## src/rtl/lvsa_pkg.sv

```systemverilog
// Shared constants and helpers for the limb vector to spherical angles unit.
// Holds datapath widths, the CORDIC arctangent table and the angle offsets.
// No dependencies.
`timescale 1ns / 1ps

package lvsa_pkg;

  localparam int COORD_BITS_DEF    = 16;
  localparam int CORDIC_STAGES_DEF = 16;
  localparam int ANGLE_W           = 16;

  // Working width of the vectoring datapaths; scaled differences use 45 bits.
  localparam int WORK_W = 50;
  // Width of a Q.20 angle accumulator.
  localparam int ZW     = 24;

  localparam logic signed [ZW-1:0] PI_Q20      = ZW'(3294199);
  localparam logic signed [ZW-1:0] HALF_PI_Q20 = ZW'(1647099);
  localparam logic [16:0]          INV_GAIN_Q16 = 17'd39797;

  localparam logic [ANGLE_W-1:0] OFS_ELBOW     = 16'd6431;
  localparam logic [ANGLE_W-1:0] OFS_LSHOULDER = 16'd12861;
  localparam logic [ANGLE_W-1:0] ONE_RAD       = 16'd4096;

  localparam logic [1:0] SEG_LEFT_SHOULDER = 2'd2;

  function automatic logic signed [ZW-1:0] atan_q20(input int i);
    logic signed [ZW-1:0] a;
    case (i)
      0:  a = ZW'(823550);
      1:  a = ZW'(486170);
      2:  a = ZW'(256879);
      3:  a = ZW'(130396);
      4:  a = ZW'(65451);
      5:  a = ZW'(32757);
      6:  a = ZW'(16383);
      7:  a = ZW'(8192);
      8:  a = ZW'(4096);
      9:  a = ZW'(2048);
      10: a = ZW'(1024);
      11: a = ZW'(512);
      12: a = ZW'(256);
      13: a = ZW'(128);
      14: a = ZW'(64);
      15: a = ZW'(32);
      16: a = ZW'(16);
      17: a = ZW'(8);
      18: a = ZW'(4);
      19: a = ZW'(2);
      20: a = ZW'(1);
      default: a = '0;
    endcase
    return a;
  endfunction

  // Q.20 radians to Q4.12 with rounding half up.
  function automatic logic [ANGLE_W-1:0] to_q12(input logic signed [ZW-1:0] a);
    logic signed [ZW:0] s;
    s = (ZW+1)'(a) + (ZW+1)'(128);
    return ANGLE_W'(s >>> 8);
  endfunction

endpackage

```

## src/rtl/lvsa_gain.sv

```systemverilog
// Two-stage CORDIC gain correction: multiply by 1/K in Q16, then round.
// Vectors on the x axis (zero y) bypass the correction. Depends on lvsa_pkg.
`timescale 1ns / 1ps

module lvsa_gain #(
  parameter int SBW = 1
) (
  input  logic                                clk,
  input  logic                                rst_n,
  input  logic                                en,
  input  logic                                in_v,
  input  logic signed [lvsa_pkg::WORK_W-1:0]  in_x,
  input  logic                                in_spec,
  input  logic signed [lvsa_pkg::WORK_W-1:0]  in_slen,
  input  logic signed [lvsa_pkg::ZW-1:0]      in_ang,
  input  logic [SBW-1:0]                      in_sb,
  output logic                                out_v,
  output logic signed [lvsa_pkg::WORK_W-1:0]  out_len,
  output logic signed [lvsa_pkg::ZW-1:0]      out_ang,
  output logic [SBW-1:0]                      out_sb
);

  localparam int W  = lvsa_pkg::WORK_W;
  localparam int PW = W + 18;

  logic                 v1_r, v2_r;
  logic signed [PW-1:0] prod_r;
  logic                 spec_r;
  logic signed [W-1:0]  slen_r;
  logic signed [lvsa_pkg::ZW-1:0] ang1_r, ang2_r;
  logic [SBW-1:0]       sb1_r, sb2_r;
  logic signed [W-1:0]  len_r;
  logic signed [PW-1:0] rnd;

  assign rnd = (prod_r + PW'(32768)) >>> 16;

  always_ff @(posedge clk) begin
    if (!rst_n) begin
      v1_r <= 1'b0;
      v2_r <= 1'b0;
    end else if (en) begin
      v1_r <= in_v;
      v2_r <= v1_r;
    end
  end

  always_ff @(posedge clk) begin
    if (en) begin
      prod_r <= PW'(in_x) * signed'({1'b0, lvsa_pkg::INV_GAIN_Q16});
      spec_r <= in_spec;
      slen_r <= in_slen;
      ang1_r <= in_ang;
      sb1_r  <= in_sb;
      len_r  <= spec_r ? slen_r : W'(rnd);
      ang2_r <= ang1_r;
      sb2_r  <= sb1_r;
    end
  end

  assign out_v   = v2_r;
  assign out_len = len_r;
  assign out_ang = ang2_r;
  assign out_sb  = sb2_r;

endmodule

```

## config.mk

```make
export PLATFORM = sky130hd
export DESIGN_NAME = lvsa_gain
export DESIGN_NICKNAME = d
export VERILOG_FILES = /design/src/rtl/lvsa_pkg.sv /design/src/rtl/lvsa_gain.sv
export SDC_FILE = /design/constraint.sdc
export NUM_CORES = 1
export LEC_CHECK = 0
export BUFFER_PORTS_ARGS = -buffer_cell sky130_fd_sc_hd__buf_2
export CAP_MARGIN = 20
export CORE_AREA = 2 2 199 201
export CTS_BUF_LIST = sky130_fd_sc_hd__clkbuf_2 sky130_fd_sc_hd__clkbuf_4 sky130_fd_sc_hd__clkbuf_8
export DETAILED_ROUTE_END_ITERATION = 12
export DIE_AREA = 0 0 201 203
export PLACE_DENSITY = 0.82
export SLEW_MARGIN = 0
export SYNTH_ARGS = -nofsm -noshare
export SYNTH_HDL_FRONTEND = slang
export SYNTH_SLANG_ARGS = --single-unit
```

## constraint.sdc

```tcl
create_clock -name clk -period 7.86 [get_ports clk]
set_input_delay 1.572 -clock clk [delete_from_list [all_inputs] [get_ports clk]]
set_output_delay 1.572 -clock clk [all_outputs]
set_load 0.005 [all_outputs]
```

==> impl_metrics.py <==
metrics = {
    "run_status": {
        "outcome": "completed",
    },
    "die": {
        "die_h_um": 203,
        "die_w_um": 201,
        "die_area_sq_um": 40800,
        "core_area_sq_um": 38500,
        "initial_core_util": 0.623,
        "row_count": 72,
        "ioPinCount": 206,
    },
    "yosys": {
        "synth_ff_type": "edfxtp_1",
        "synth_fa_ha_area_frac": 0.475,
        "synth_area_per_cell_sq_um": 11.0,
        "yosys.area_share.simple": 0.0542,
        "synth-compound-area-share": 0.0677,
        "ys_ff_latch": 204,
        "synth_edf_count": 202,
        "synth_top_area_share": 0.297,
        "synth_xor_area_frac": 0.0541,
        "seq_area_frac_synth": 0.255,
        "synthArstFlopShare": 0,
        "yosysWarnings": 0,
        "syn_area_sq_um": 24000,
        "synthTopCellsByCount": "inv_1, fa_1, ha_1",
        "ys_top_cells_by_area": "fa_1, edfxtp_1, ha_1, inv_1, xor2_1",
        "ys_types": 57,
        "synth_top_family_by_area": "adder cells",
        "synth_largest_area_cell": "fa_1",
        "synthMostInstantiatedCell": "inv_1",
        "muxShareOfSynthArea": 0.00131,
        "syn_inst": 2177,
        "synthesis.nets": 3004,
    },
    "critical_path": {
        "cp-start-kind": "input pin",
        "path_delay_family": "adder cells",
        "cp_slowest_stage_delay_ns": 0.54,
        "r2r-start": "prod_r[16]$_DFFE_PP_",
        "crit_path_end": "prod_r[65]$_DFFE_PP_",
        "cp-startpoint": "in_x[24]",
        "crit_path_cell_trace": "buf_2 -> ha_1 -> inv_1 -> fa_1 -> fa_1 -> inv_1 -> fa_1 -> fa_1 -> inv_1 -> fa_1 -> inv_1 -> ha_1 -> nand2_1 -> o21ai_0 -> o2111a_1 -> a21oi_1 -> o21ai_1 -> o211ai_1 -> a31oi_1 -> o21ai_1 -> o211ai_1 -> xnor2_1",
        "ff2ff_setup_slack_ns": 4.58,
        "cp-end-kind": "register",
        "crit_buf_inv": 5,
        "cpMostUsedCell": "fa_1",
        "worstRegToRegCells": 10,
        "worstSetupPathDepth": 22,
        "critPathArrivalTime_ns": 7.48,
        "required_ns": 8.15,
        "r2r_end": "out_len[47]$_DFFE_PP_",
        "critPathSlowestCell": "fa_1",
        "crit_type": "in2reg",
        "path_max_fanout": 9,
    },
    "cts": {
        "post_cts_resize_count": 0,
        "postCtsSetupBuffers": 0,
        "cts_hold_buf": 0,
        "clockBufferDepth": 3,
        "clock_sinks": 204,
        "tritoncts": "done",
        "clk_latency_ns": 0.54,
        "clkTransAtPathRegs_ns": 0.06,
        "cts-buffers-inserted": 31,
        "cts_root_buf": "clkbuf_8",
        "htreeDepth": 1,
    },
    "sta": {
        "period_share": 0.914,
        "max_freq_mhz": 139,
        "finalHoldViolations": 0,
        "worst_pin_slew_ns": 1.09,
        "tns_ns": 0,
        "setup_slack_ns": 0.674,
        "setup_viol": 0,
        "fin_crit_ns": 7.19,
        "rsz0062_at_grt": "no",
        "maxSlewViolCount": 0,
        "slew_headroom": 0.274,
        "skew_ns": 0.0156,
    },
    "cells_and_area": {
        "drive_gt1_frac": 0.115,
        "area_delta_synth_final_pct": 9.37,
        "multi_input_area_sq_um": 15600,
        "seqCellArea_sq_um": 6110,
        "fin_area_sq_um": 26200,
        "final_util": 0.681,
        "n_fill_cell": 2899,
        "final_nets": 3225,
    },
    "global_routing": {
        "grt_pass1_wl_um": 91900,
        "grt_pass1_vias": 17500,
        "overflow": 0,
        "grt_max_degree": 118,
        "antenna_found_initial": 3,
        "grt_usage": 0.287,
    },
    "detailed_routing": {
        "dr_total_vias": 15900,
        "avgViaCountPerCell": 5.42,
        "ant_nets": 0,
        "first_iter_violations": 990,
        "drc": 0,
        "wl_um": 56300,
        "wire_per_inst_um": 19.2,
        "dr.pass1.iters": 5,
    },
    "placement": {
        "hpwl_um": 48900,
        "dpl_cell_area_sq_um": 25600,
        "gp_congestion": 0.974,
        "pre_cts_ws_ns": 0.125,
        "port_buffers": 205,
    },
    "flow_run": {
        "cap_violations": 0,
    },
    "worst_hold_path": {
        "worstHoldStart": "ang1_r[12]$_DFFE_PP_",
        "holdCritPathClass": "reg2reg",
    },
}
-- state kept, by name, indices dropped and copies added (netlist names) --
| name | count |
|---|---|
| sb1_r | 1 |
| ang1_r | 24 |
| out_ang | 24 |
| out_sb | 1 |
| v1_r | 1 |
| slen_r | 50 |
| spec_r | 1 |
| out_len | 50 |
| prod_r | 51 |
| out_v | 1 |
-- stage by stage --
step	hold slack (ns)	std cells
CTS	0.415	2937
global placement	0.400	2883
floorplan	0.400	2177
finish	0.416	2938
detailed placement	0.405	2883
global route	0.423	2938
-- area by class of cell --
type,count,share of cell area
Multi-Input combinational cell,1385,0.597
Antenna cell,1,0.0000955
Tap cell,518,0.0247
Sequential cell,204,0.233
Timing Repair Buffer,208,0.0403
Clock buffer,48,0.0219
Inverter,568,0.0814
Clock inverter,6,0.00196
-- how the worst min path moves through the flow --
stage / slack [ns] / cells after the start / end
2_1_floorplan: 0.40 / 0 / out_ang[0]$_DFFE_PP_
4_1_cts: 0.41 / 0 / out_ang[12]$_DFFE_PP_
3_3_place_gp: 0.40 / 0 / out_ang[9]$_DFFE_PP_
6_report: 0.42 / 0 / out_ang[12]$_DFFE_PP_
3_5_place_dp: 0.40 / 0 / out_ang[4]$_DFFE_PP_
5_1_grt: 0.42 / 0 / out_ang[3]$_DFFE_PP_
-- routing by layer --
metal  track usage  wire length (um)
met5             0                 0
met2         0.503             28100
met3        0.0223              2850
met1         0.394             24100
met4        0.0627              1170
-- layout by cell type (no fill, tap or decap), types with 65 or more instances in the layout --
| master | n |
|---|---|
| nand2_1 | 115 |
| xnor2_1 | 65 |
| buf_2 | 204 |
| inv_1 | 568 |
| xor2_1 | 83 |
| edfxtp_1 | 202 |
| fa_1 | 355 |
| a21oi_1 | 91 |
| ha_1 | 342 |
| o21ai_0 | 79 |
-- cells by family (layout without fill, tap and decap cells) --
family	count (synthesis)	count (layout)
mux	3	3
flops	204	204
fa+ha+maj	697	697
compound gates	267	267
simple gates	270	270
other cells	0	1
xor+xnor	148	148
buf+inv	588	830
Power is left out: the tool's default activity adds up to more than one toggle a clock period on the data nets, which glitch-free logic cannot reach.
